`src/sv/atan2_angle_index_macros.svh`:
```
// Assertion helpers for the RTL; clocked on clk, idle while arst_n is low.
`ifndef ATAN2_ANGLE_INDEX_MACROS_SVH
`define ATAN2_ANGLE_INDEX_MACROS_SVH

// Condition must never hold.
`define AAI_NEVER(name, cond, msg) \
name: assert property (@(posedge clk) disable iff (!arst_n) !(cond)) else $error(msg);

// Antecedent implies consequent in the same cycle.
`define AAI_IMPLY(name, ante, cons, msg) \
name: assert property (@(posedge clk) disable iff (!arst_n) (ante) |-> (cons)) else $error(msg);

`endif

```
`src/sv/aai_pkg.sv`:
```
package aai_pkg;

	localparam int COORD_WIDTH_DEF = 32;
	localparam int MID_DEPTH       = 4;
	localparam int OUTQ_DEPTH      = 32;
	localparam int Q_BITS          = 11;
	localparam int Z_W             = 12;
	localparam int ANGLE_W         = 10;

	localparam logic signed [11:0] K_N1     = 12'sd995;
	localparam logic [18:0]        K_N2_MAG = 19'd196;
	localparam logic signed [18:0] K_M1     = 19'sd158595;
	localparam logic signed [18:0] K_M2     = 19'sd174080;
	localparam logic signed [21:0] K_B2     = 22'sd25275;
	localparam logic signed [21:0] K_B3     = 22'sd1022276;
	localparam logic signed [21:0] K_B4     = 22'sd11673;
	localparam logic signed [21:0] K_B5     = 22'sd1059225;
	localparam logic signed [21:0] K_FULL   = 22'sd1048576;
	localparam logic signed [14:0] K_PI     = 15'sd3217;
	localparam logic signed [14:0] K_HALFPI = 15'sd1608;

	localparam logic [ANGLE_W-1:0] ANGLE_UP   = 10'd256;
	localparam logic [ANGLE_W-1:0] ANGLE_DOWN = 10'd768;
	localparam logic [ANGLE_W-1:0] ANGLE_ZERO = 10'd0;

	typedef enum logic [2:0] {
		OCT_XPOS_YPOS,
		OCT_XPOS_YNEG,
		OCT_XNEG_YPOS,
		OCT_XNEG_YNEG,
		OCT_YPOS,
		OCT_YNEG,
		OCT_AXIS
	} oct_t;

	typedef struct packed {
		oct_t               oct;
		logic               neg;
		logic [ANGLE_W-1:0] axis_idx;
	} ctrl_t;

endpackage

```
`src/sv/atan2_angle_index.sv`:
```
// Path: an input transfer passes the front queue, the divider, the polynomial pipeline and the result queue.
// Throughput: one vector per cycle while output credits remain, else input stalls; the
// 11-stage restoring divider and 5-stage polynomial pipeline take a new operand every cycle.
// Reset: arst_n clears both queues, the pipeline valid bits and the credit count;
// the block takes input as soon as reset is released.
module atan2_angle_index #(
	parameter int COORD_WIDTH = aai_pkg::COORD_WIDTH_DEF
) (
	input  logic                           clk,
	input  logic                           arst_n,
	input  logic                           push,
	output logic                           full,
	input  logic signed [COORD_WIDTH-1:0]  x_coord,
	input  logic signed [COORD_WIDTH-1:0]  y_coord,
	output logic                           empty,
	input  logic                           pop,
	output logic [aai_pkg::ANGLE_W-1:0]    angle_index
);
	import aai_pkg::*;

	localparam int W      = COORD_WIDTH;
	localparam int MID_W  = 2 * W + $bits(ctrl_t);
	localparam int CRED_W = $clog2(OUTQ_DEPTH + 1);

	// Front: classify the vector by octant and pick dividend and divisor.
	logic [W-1:0] f_num, f_den;
	ctrl_t        f_ctrl;

	aai_front #(.COORD_WIDTH(W)) u_front (
		.x_coord (x_coord),
		.y_coord (y_coord),
		.num     (f_num),
		.den     (f_den),
		.ctrl    (f_ctrl)
	);

	// Queue between front and back; full here is what the input side sees.
	logic [MID_W-1:0]              mid_rdata;
	logic                          mid_empty, mid_full;
	logic [$clog2(MID_DEPTH+1)-1:0] mid_count;
	logic                          issue;
	logic [W-1:0]                  b_num, b_den;
	ctrl_t                         b_ctrl;

	aai_fifo #(.WIDTH(MID_W), .DEPTH(MID_DEPTH)) u_midq (
		.clk    (clk),
		.arst_n (arst_n),
		.push   (push),
		.wdata  ({f_num, f_den, f_ctrl}),
		.pop    (issue),
		.rdata  (mid_rdata),
		.empty  (mid_empty),
		.full   (mid_full),
		.count  (mid_count)
	);

	assign full = mid_full;
	assign {b_num, b_den, b_ctrl} = mid_rdata;

	// Back: reserve an output slot for each item issued so the pipeline never
	// has to hold; release the slot when the result is transferred out.
	logic [CRED_W-1:0] credit_q;
	logic              out_pop;

	assign issue   = !mid_empty && (credit_q != CRED_W'(OUTQ_DEPTH));
	assign out_pop = pop && !empty;

	always_ff @(posedge clk or negedge arst_n) begin
		if (!arst_n) begin
			credit_q <= '0;
		end else if (issue && !out_pop) begin
			credit_q <= credit_q + 1'b1;
		end else if (out_pop && !issue) begin
			credit_q <= credit_q - 1'b1;
		end
	end

	logic                  d_valid;
	logic signed [Z_W-1:0] d_z;
	ctrl_t                 d_ctrl;

	aai_div #(.COORD_WIDTH(W)) u_div (
		.clk       (clk),
		.arst_n    (arst_n),
		.in_valid  (issue),
		.num       (b_num),
		.den       (b_den),
		.in_ctrl   (b_ctrl),
		.out_valid (d_valid),
		.z         (d_z),
		.out_ctrl  (d_ctrl)
	);

	logic               p_valid;
	logic [ANGLE_W-1:0] p_angle;

	aai_poly u_poly (
		.clk         (clk),
		.arst_n      (arst_n),
		.in_valid    (d_valid),
		.z           (d_z),
		.in_ctrl     (d_ctrl),
		.out_valid   (p_valid),
		.angle_index (p_angle)
	);

	// Result queue: holds finished angles until the consumer pops them.
	logic                            outq_full;
	logic [$clog2(OUTQ_DEPTH+1)-1:0] outq_count;

	aai_fifo #(.WIDTH(ANGLE_W), .DEPTH(OUTQ_DEPTH)) u_outq (
		.clk    (clk),
		.arst_n (arst_n),
		.push   (p_valid),
		.wdata  (p_angle),
		.pop    (out_pop),
		.rdata  (angle_index),
		.empty  (empty),
		.full   (outq_full),
		.count  (outq_count)
	);

`include "atan2_angle_index_macros.svh"

	`AAI_NEVER(a_credit_bound, credit_q > CRED_W'(OUTQ_DEPTH), "credit count above queue depth")
	`AAI_NEVER(a_outq_within_credit, CRED_W'(outq_count) > credit_q, "result queue exceeds credits")
	`AAI_IMPLY(a_no_overflow, p_valid, !outq_full, "pipeline result dropped on full queue")
	`AAI_IMPLY(a_issue_nonempty, issue, mid_count != '0, "issue from an empty front queue")

endmodule

```
`src/sv/aai_fifo.sv`:
```
module aai_fifo #(
	parameter int WIDTH = 8,
	parameter int DEPTH = 4
) (
	input  logic                       clk,
	input  logic                       arst_n,
	input  logic                       push,
	input  logic [WIDTH-1:0]           wdata,
	input  logic                       pop,
	output logic [WIDTH-1:0]           rdata,
	output logic                       empty,
	output logic                       full,
	output logic [$clog2(DEPTH+1)-1:0] count
);
	localparam int PTR_W = (DEPTH > 1) ? $clog2(DEPTH) : 1;
	localparam int CNT_W = $clog2(DEPTH + 1);

	logic [WIDTH-1:0] mem_q [DEPTH];
	logic [PTR_W-1:0] wr_ptr_q, rd_ptr_q;
	logic [CNT_W-1:0] count_q;
	logic             do_push, do_pop;

	assign empty   = (count_q == '0);
	assign full    = (count_q == CNT_W'(DEPTH));
	assign count   = count_q;
	assign do_push = push && !full;
	assign do_pop  = pop && !empty;
	assign rdata   = mem_q[rd_ptr_q];

	always_ff @(posedge clk or negedge arst_n) begin
		if (!arst_n) begin
			wr_ptr_q <= '0;
			rd_ptr_q <= '0;
			count_q  <= '0;
		end else begin
			if (do_push) begin
				wr_ptr_q <= (wr_ptr_q == PTR_W'(DEPTH - 1)) ? '0 : wr_ptr_q + 1'b1;
			end
			if (do_pop) begin
				rd_ptr_q <= (rd_ptr_q == PTR_W'(DEPTH - 1)) ? '0 : rd_ptr_q + 1'b1;
			end
			if (do_push && !do_pop) begin
				count_q <= count_q + 1'b1;
			end else if (do_pop && !do_push) begin
				count_q <= count_q - 1'b1;
			end
		end
	end

	always_ff @(posedge clk) begin
		if (do_push) begin
			mem_q[wr_ptr_q] <= wdata;
		end
	end

endmodule

```
`src/sv/aai_front.sv`:
```
module aai_front #(
	parameter int COORD_WIDTH = 32
) (
	input  logic signed [COORD_WIDTH-1:0] x_coord,
	input  logic signed [COORD_WIDTH-1:0] y_coord,
	output logic [COORD_WIDTH-1:0]        num,
	output logic [COORD_WIDTH-1:0]        den,
	output aai_pkg::ctrl_t                ctrl
);
	import aai_pkg::*;

	logic [COORD_WIDTH-1:0] ax, ay;
	logic                   x_neg, y_neg, x_zero, y_zero, x_major;

	always_comb begin
		x_neg   = x_coord[COORD_WIDTH-1];
		y_neg   = y_coord[COORD_WIDTH-1];
		x_zero  = (x_coord == '0);
		y_zero  = (y_coord == '0);
		ax      = x_neg ? (~x_coord + 1'b1) : x_coord;
		ay      = y_neg ? (~y_coord + 1'b1) : y_coord;
		x_major = (ax > ay);
		num     = x_major ? ay : ax;
		den     = x_major ? ax : ay;
	end

	always_comb begin
		ctrl.neg      = x_neg ^ y_neg;
		ctrl.axis_idx = ANGLE_ZERO;
		ctrl.oct      = OCT_AXIS;
		priority if (x_zero) begin
			ctrl.oct = OCT_AXIS;
			if (y_neg) begin
				ctrl.axis_idx = ANGLE_DOWN;
			end else if (!y_zero) begin
				ctrl.axis_idx = ANGLE_UP;
			end
		end else if (x_major) begin
			unique case ({x_neg, y_neg})
				2'b00: ctrl.oct = OCT_XPOS_YPOS;
				2'b01: ctrl.oct = OCT_XPOS_YNEG;
				2'b10: ctrl.oct = OCT_XNEG_YPOS;
				2'b11: ctrl.oct = OCT_XNEG_YNEG;
				default: ctrl.oct = OCT_AXIS;
			endcase
		end else begin
			ctrl.oct = y_neg ? OCT_YNEG : OCT_YPOS;
		end
	end

endmodule

```
`src/sv/aai_div.sv`:
```
module aai_div #(
	parameter int COORD_WIDTH = 32
) (
	input  logic                          clk,
	input  logic                          arst_n,
	input  logic                          in_valid,
	input  logic [COORD_WIDTH-1:0]        num,
	input  logic [COORD_WIDTH-1:0]        den,
	input  aai_pkg::ctrl_t                in_ctrl,
	output logic                          out_valid,
	output logic signed [aai_pkg::Z_W-1:0] z,
	output aai_pkg::ctrl_t                out_ctrl
);
	import aai_pkg::*;

	localparam int W = COORD_WIDTH;

	logic [W-1:0]      rem_s  [Q_BITS];
	logic [W-1:0]      den_s  [Q_BITS];
	logic [Q_BITS-1:0] quo_s  [Q_BITS];
	ctrl_t             ctrl_s [Q_BITS];
	logic [Q_BITS-1:0] vld_s;

	logic [W:0]        cand   [Q_BITS];
	logic [W:0]        diff   [Q_BITS];
	logic [Q_BITS-1:0] ge;
	logic [Z_W-1:0]    zmag;

	// One quotient bit per stage, most significant first.
	always_comb begin
		cand[0] = {1'b0, num};
		diff[0] = cand[0] - {1'b0, den};
		ge[0]   = (cand[0] >= {1'b0, den});
		for (int k = 1; k < Q_BITS; k++) begin
			cand[k] = {rem_s[k-1], 1'b0};
			diff[k] = cand[k] - {1'b0, den_s[k-1]};
			ge[k]   = (cand[k] >= {1'b0, den_s[k-1]});
		end
	end

	always_ff @(posedge clk or negedge arst_n) begin
		if (!arst_n) begin
			vld_s <= '0;
		end else begin
			vld_s <= {vld_s[Q_BITS-2:0], in_valid};
		end
	end

	always_ff @(posedge clk) begin
		rem_s[0]  <= ge[0] ? diff[0][W-1:0] : cand[0][W-1:0];
		den_s[0]  <= den;
		quo_s[0]  <= {{(Q_BITS-1){1'b0}}, ge[0]};
		ctrl_s[0] <= in_ctrl;
		for (int k = 1; k < Q_BITS; k++) begin
			rem_s[k]  <= ge[k] ? diff[k][W-1:0] : cand[k][W-1:0];
			den_s[k]  <= den_s[k-1];
			quo_s[k]  <= {quo_s[k-1][Q_BITS-2:0], ge[k]};
			ctrl_s[k] <= ctrl_s[k-1];
		end
	end

	assign zmag      = {1'b0, quo_s[Q_BITS-1]};
	assign z         = ctrl_s[Q_BITS-1].neg ? $signed(-zmag) : $signed(zmag);
	assign out_valid = vld_s[Q_BITS-1];
	assign out_ctrl  = ctrl_s[Q_BITS-1];

endmodule

```
`src/sv/aai_poly.sv`:
```
module aai_poly (
	input  logic                              clk,
	input  logic                              arst_n,
	input  logic                              in_valid,
	input  logic signed [aai_pkg::Z_W-1:0]    z,
	input  aai_pkg::ctrl_t                    in_ctrl,
	output logic                              out_valid,
	output logic [aai_pkg::ANGLE_W-1:0]       angle_index
);
	import aai_pkg::*;

	// s1: z squared
	logic signed [23:0]    zsq;
	logic [10:0]           zz_s1;
	logic signed [Z_W-1:0] z_s1;
	ctrl_t                 ctrl_s1;
	// s2: inner coefficient
	logic [18:0]           m2;
	logic signed [19:0]    nm2, nm2_sh;
	logic signed [11:0]    inner_c;
	logic signed [11:0]    inner_s2;
	logic signed [Z_W-1:0] z_s2;
	ctrl_t                 ctrl_s2;
	// s3: polynomial value
	logic signed [23:0]    tp;
	logic signed [13:0]    t_s3;
	ctrl_t                 ctrl_s3;
	// s4: octant operands
	logic signed [14:0]    tw, u_c;
	logic signed [18:0]    k_c;
	logic signed [21:0]    off_c;
	logic signed [14:0]    u_s4;
	logic signed [18:0]    k_s4;
	logic signed [21:0]    off_s4;
	ctrl_t                 ctrl_s4;
	// s5: scale, offset, integer part
	logic signed [33:0]    sp, sp_sh, r;
	logic [ANGLE_W-1:0]    angle_s5;
	logic [4:0]            vld_q;

	always_comb begin
		zsq     = z * z;
		m2      = K_N2_MAG * {8'd0, zz_s1};
		nm2     = -$signed({1'b0, m2});
		nm2_sh  = nm2 >>> 10;
		inner_c = $signed(nm2_sh[11:0]) + K_N1;
		tp      = inner_s2 * z_s2;
		tw      = {t_s3[13], t_s3};
	end

	always_comb begin
		k_c   = K_M1;
		u_c   = tw;
		off_c = '0;
		unique case (ctrl_s3.oct)
			OCT_XPOS_YPOS: begin
				k_c = K_M1; u_c = tw; off_c = '0;
			end
			OCT_XPOS_YNEG: begin
				k_c = K_M1; u_c = tw; off_c = K_FULL;
			end
			OCT_XNEG_YPOS: begin
				k_c = K_M1; u_c = tw + K_PI; off_c = K_B2;
			end
			OCT_XNEG_YNEG: begin
				k_c = K_M1; u_c = tw - K_PI; off_c = K_B3;
			end
			OCT_YPOS: begin
				k_c = K_M2; u_c = K_HALFPI - tw; off_c = -K_B4;
			end
			OCT_YNEG: begin
				k_c = -K_M2; u_c = K_HALFPI + tw; off_c = K_B5;
			end
			default: begin
				k_c = '0; u_c = '0; off_c = '0;
			end
		endcase
	end

	always_comb begin
		sp    = k_s4 * u_s4;
		sp_sh = sp >>> 10;
		r     = sp_sh + {{12{off_s4[21]}}, off_s4};
	end

	always_ff @(posedge clk or negedge arst_n) begin
		if (!arst_n) begin
			vld_q <= '0;
		end else begin
			vld_q <= {vld_q[3:0], in_valid};
		end
	end

	always_ff @(posedge clk) begin
		zz_s1    <= zsq[20:10];
		z_s1     <= z;
		ctrl_s1  <= in_ctrl;
		inner_s2 <= inner_c;
		z_s2     <= z_s1;
		ctrl_s2  <= ctrl_s1;
		t_s3     <= tp[23:10];
		ctrl_s3  <= ctrl_s2;
		k_s4     <= k_c;
		u_s4     <= u_c;
		off_s4   <= off_c;
		ctrl_s4  <= ctrl_s3;
		angle_s5 <= (ctrl_s4.oct == OCT_AXIS) ? ctrl_s4.axis_idx : r[19:10];
	end

	assign out_valid   = vld_q[4];
	assign angle_index = angle_s5;

endmodule
```
`config.mk`:
```
export PLATFORM = sky130hd
export DESIGN_NAME = atan2_angle_index
export DESIGN_NICKNAME = d
export VERILOG_FILES = /design/src/sv/aai_pkg.sv /design/src/sv/atan2_angle_index.sv /design/src/sv/aai_fifo.sv /design/src/sv/aai_front.sv /design/src/sv/aai_div.sv /design/src/sv/aai_poly.sv
export VERILOG_INCLUDE_DIRS = /design/src /design/src/sv
export SDC_FILE = /design/constraint.sdc
export NUM_CORES = 2
export LEC_CHECK = 0
export BUFFER_PORTS_ARGS = -buffer_cell sky130_fd_sc_hd__buf_2
export CAP_MARGIN = 40
export CORE_ASPECT_RATIO = 0.8
export CORE_UTILIZATION = 43
export CTS_BUF_LIST = sky130_fd_sc_hd__clkbuf_16
export CTS_CLUSTER_SIZE = 30
export DETAILED_ROUTE_END_ITERATION = 8
export GPL_TIMING_DRIVEN = 0
export HOLD_SLACK_MARGIN = 0.08
export PLACE_DENSITY = 0.61
export SLEW_MARGIN = 20
export SYNTH_ARGS = -nofsm -noshare
export SYNTH_HDL_FRONTEND = slang
export SYNTH_HIERARCHICAL = 1
export SYNTH_SLANG_ARGS = --single-unit
```
`constraint.sdc`:
```
create_clock -name clk -period 8.5 [get_ports clk]
set_clock_uncertainty 0.2 [all_clocks]
set_input_delay 1.7 -clock clk [delete_from_list [all_inputs] [get_ports clk]]
set_output_delay 1.7 -clock clk [all_outputs]
set_load 0.05 [all_outputs]
```
==> flow_metrics.py <==
metrics = {
    "worst_setup_path": {
        "cp_max_fo": 10,
        "crit_required_ns": 8.98,
        "cpMaxStageDelayCell": "fa_1",
        "cp-end-kind": "flop",
        "cp_slowest_stage_delay_ns": 0.59,
        "arrival_ns": 8.58,
        "start_kind": "flop",
        "critPathKind": "flop to flop",
    },
    "drt": {
        "via_per_inst": 5.17,
        "first_pass_iters": 8,
        "detail-route-antenna-nets": 0,
        "drt_iter0_drc": 3791,
        "wl_um": 197000,
        "drc": 0,
        "vias": 57700,
        "post_drt_wl_per_cell_um": 17.7,
    },
    "die": {
        "fp.dieH_um": 410,
        "initial_core_util_pct": 43.3,
        "ios": 80,
        "die_x_um": 512,
        "die-area_mm2": 0.210,
        "core_area_mm2": 0.206,
        "rows": 149,
    },
    "placement": {
        "routabilityCongestion": 0.879,
        "dp_cells": 10800,
        "io_buffer_count": 79,
        "dp_hpwl_um": 153000,
        "pre_cts_ws_ns": -0.0902,
        "placed_area_mm2": 0.0938,
    },
    "layout": {
        "register_area_mm2": 0.0403,
        "fillerInstances": 18400,
        "fin_area_mm2": 0.0995,
        "areaGrowthSynthToFinish_pct": 11.3,
        "multi_input_area_mm2": 0.0442,
        "nets": 9449,
        "final_cells": 11200,
        "drive_gt1_share_pct": 9.90,
    },
    "clocking": {
        "clkLatencyLatePin_ns": 0.82,
        "numCtsBuffers": 170,
        "cts_setup_buffers": 0,
        "hold_buffers": 0,
        "cts.sinks": 1685,
        "tritoncts": "done",
        "clockBufferDepth": 3,
        "cts-root-buf": "clkbuf_16",
        "clk_pin_slew_ns": 0.06,
        "cts-htree-levels": 4,
    },
    "sta": {
        "rsz0062_at_grt": "false",
        "fin_crit_ns": 8.10,
        "drv_slew": 0,
        "setup_violations": 0,
        "setup_tns_ns": 0,
        "period_share_pct": 95.3,
        "fmax_mhz": 123,
        "relSlewSlack_pct": 37.3,
        "tightest_slew_ns": 0.917,
        "final_hold_viol_count": 0,
        "setup_ws_ns": 0.397,
    },
    "yosys": {
        "yosys_warnings": 6,
        "syn_avg_cell_area_um2": 11.2,
        "synthCells": 7988,
        "synth_area_mm2": 0.0894,
    },
    "global_routing": {
        "grt_overflow": 0,
        "antenna_found_initial": 2,
        "grt_usage_pct": 18.8,
        "grt_pass1_wl_um": 317000,
        "grt_max_degree": 46,
        "grt_pass1_vias": 58700,
    },
    "outcome": {
        "status": "complete, no violations",
    },
    "min_path": {
        "min_path_type": "flop to flop",
    },
    "job": {
        "drv_cap": 0,
    },
}
[per-stage QoR]
stage,util [%],hold WS (ns)
2_1_floorplan,-,0.110
3_3_place_gp,45.2,0.110
3_5_place_dp,45.5,0.112
4_1_cts,48.2,0.0869
5_1_grt,48.2,0.0960
6_report,48.2,0.0905
[layout make-up]
class,count,share of cell area (%)
Buffer,232,1.21
Tap cell,2718,3.42
Clock inverter,139,1.32
Clock buffer,174,4.37
Timing Repair Buffer,131,0.988
Inverter,1015,3.83
Multi-Input combinational cell,5060,44.4
Sequential cell,1685,40.5
Antenna cell,2,0.00503
[sequential cells by signal, indices dropped and copies added (netlist names), 6 cells and up]
| register | cells |
|---|---|
| u_div/ctrl_s | 154 |
| u_poly/zz_s1 | 11 |
| u_poly/ctrl_s4 | 13 |
| u_poly/z_s2 | 12 |
| credit_q | 6 |
| u_div/den_s | 320 |
| u_poly/t_s3 | 14 |
| u_outq/mem_q | 320 |
| u_poly/k_s4 | 6 |
| u_poly/inner_s2 | 11 |
| u_outq/count | 6 |
| u_div/vld_s | 11 |
| u_midq/mem_q | 312 |
| u_poly/angle_index | 10 |
| u_div/rem_s | 320 |
| u_poly/ctrl_s1 | 13 |
| u_poly/ctrl_s3 | 13 |
| u_poly/z_s1 | 12 |
| u_poly/ctrl_s2 | 13 |
| u_div/quo_s | 66 |
| u_poly/u_s4 | 15 |
[critical path: cells and delay by family, from the launching register on]
family	cells	cell delay (ns)
buf+inv	4	0.40
compound gates	7	1.26
simple gates	9	1.82
xor+xnor	3	0.49
flops	1	0.40
fa+ha+maj	8	3.42
[cells in the final DEF, fill, tap and decap left out, drive strengths merged, types with 67 or more instances in the layout]
master  instances
a21o          195
a21oi         446
and2          151
buf           226
clkbuf        311
clkinv         67
dfxtp        1008
edfxtp        632
fa            373
ha            713
inv          1063
mux2          147
mux2i         117
mux4          138
nand2         506
nand3          95
nand4          79
nor2          369
nor2b          73
nor3           79
o21a           72
o21ai         332
xnor2         250
xor2          207
[per-layer routing]
metal / up-vias / share of wire [%] / track usage, %
li1: 28300 / - / -
met1: 27700 / 49 / 26.8
met2: 1396 / 44 / 29.9
met3: 292 / 4.6 / 2.55
met4: 0 / 2.4 / 5.23
met5: - / 0 / 0
[final timing paths]
kind                                         from  slack (ns)                    end  cells past startpoint
worst max-delay path              u_poly/k_s4[17]        0.40  u_poly/angle_index[9]                     31
worst min-delay path            u_div/quo_s[8][5]        0.09      u_div/quo_s[9][6]                      0
worst max register to register    u_poly/k_s4[17]        0.40  u_poly/angle_index[9]                     31
worst min register to register  u_div/quo_s[8][5]        0.09      u_div/quo_s[9][6]                      0
max in group asynchronous                  arst_n        6.96            credit_q[5]                      2
min in group asynchronous                  arst_n        0.63        u_outq/count[0]                      1
[repair_timing]
action	4_1_cts	5_1_grt
pin swaps	0	2
resized for setup	4	32
setup endpoints to repair	4	6
Power is not shown: default switching activity piles up to over one toggle a cycle in this logic, so the estimate is an artifact.
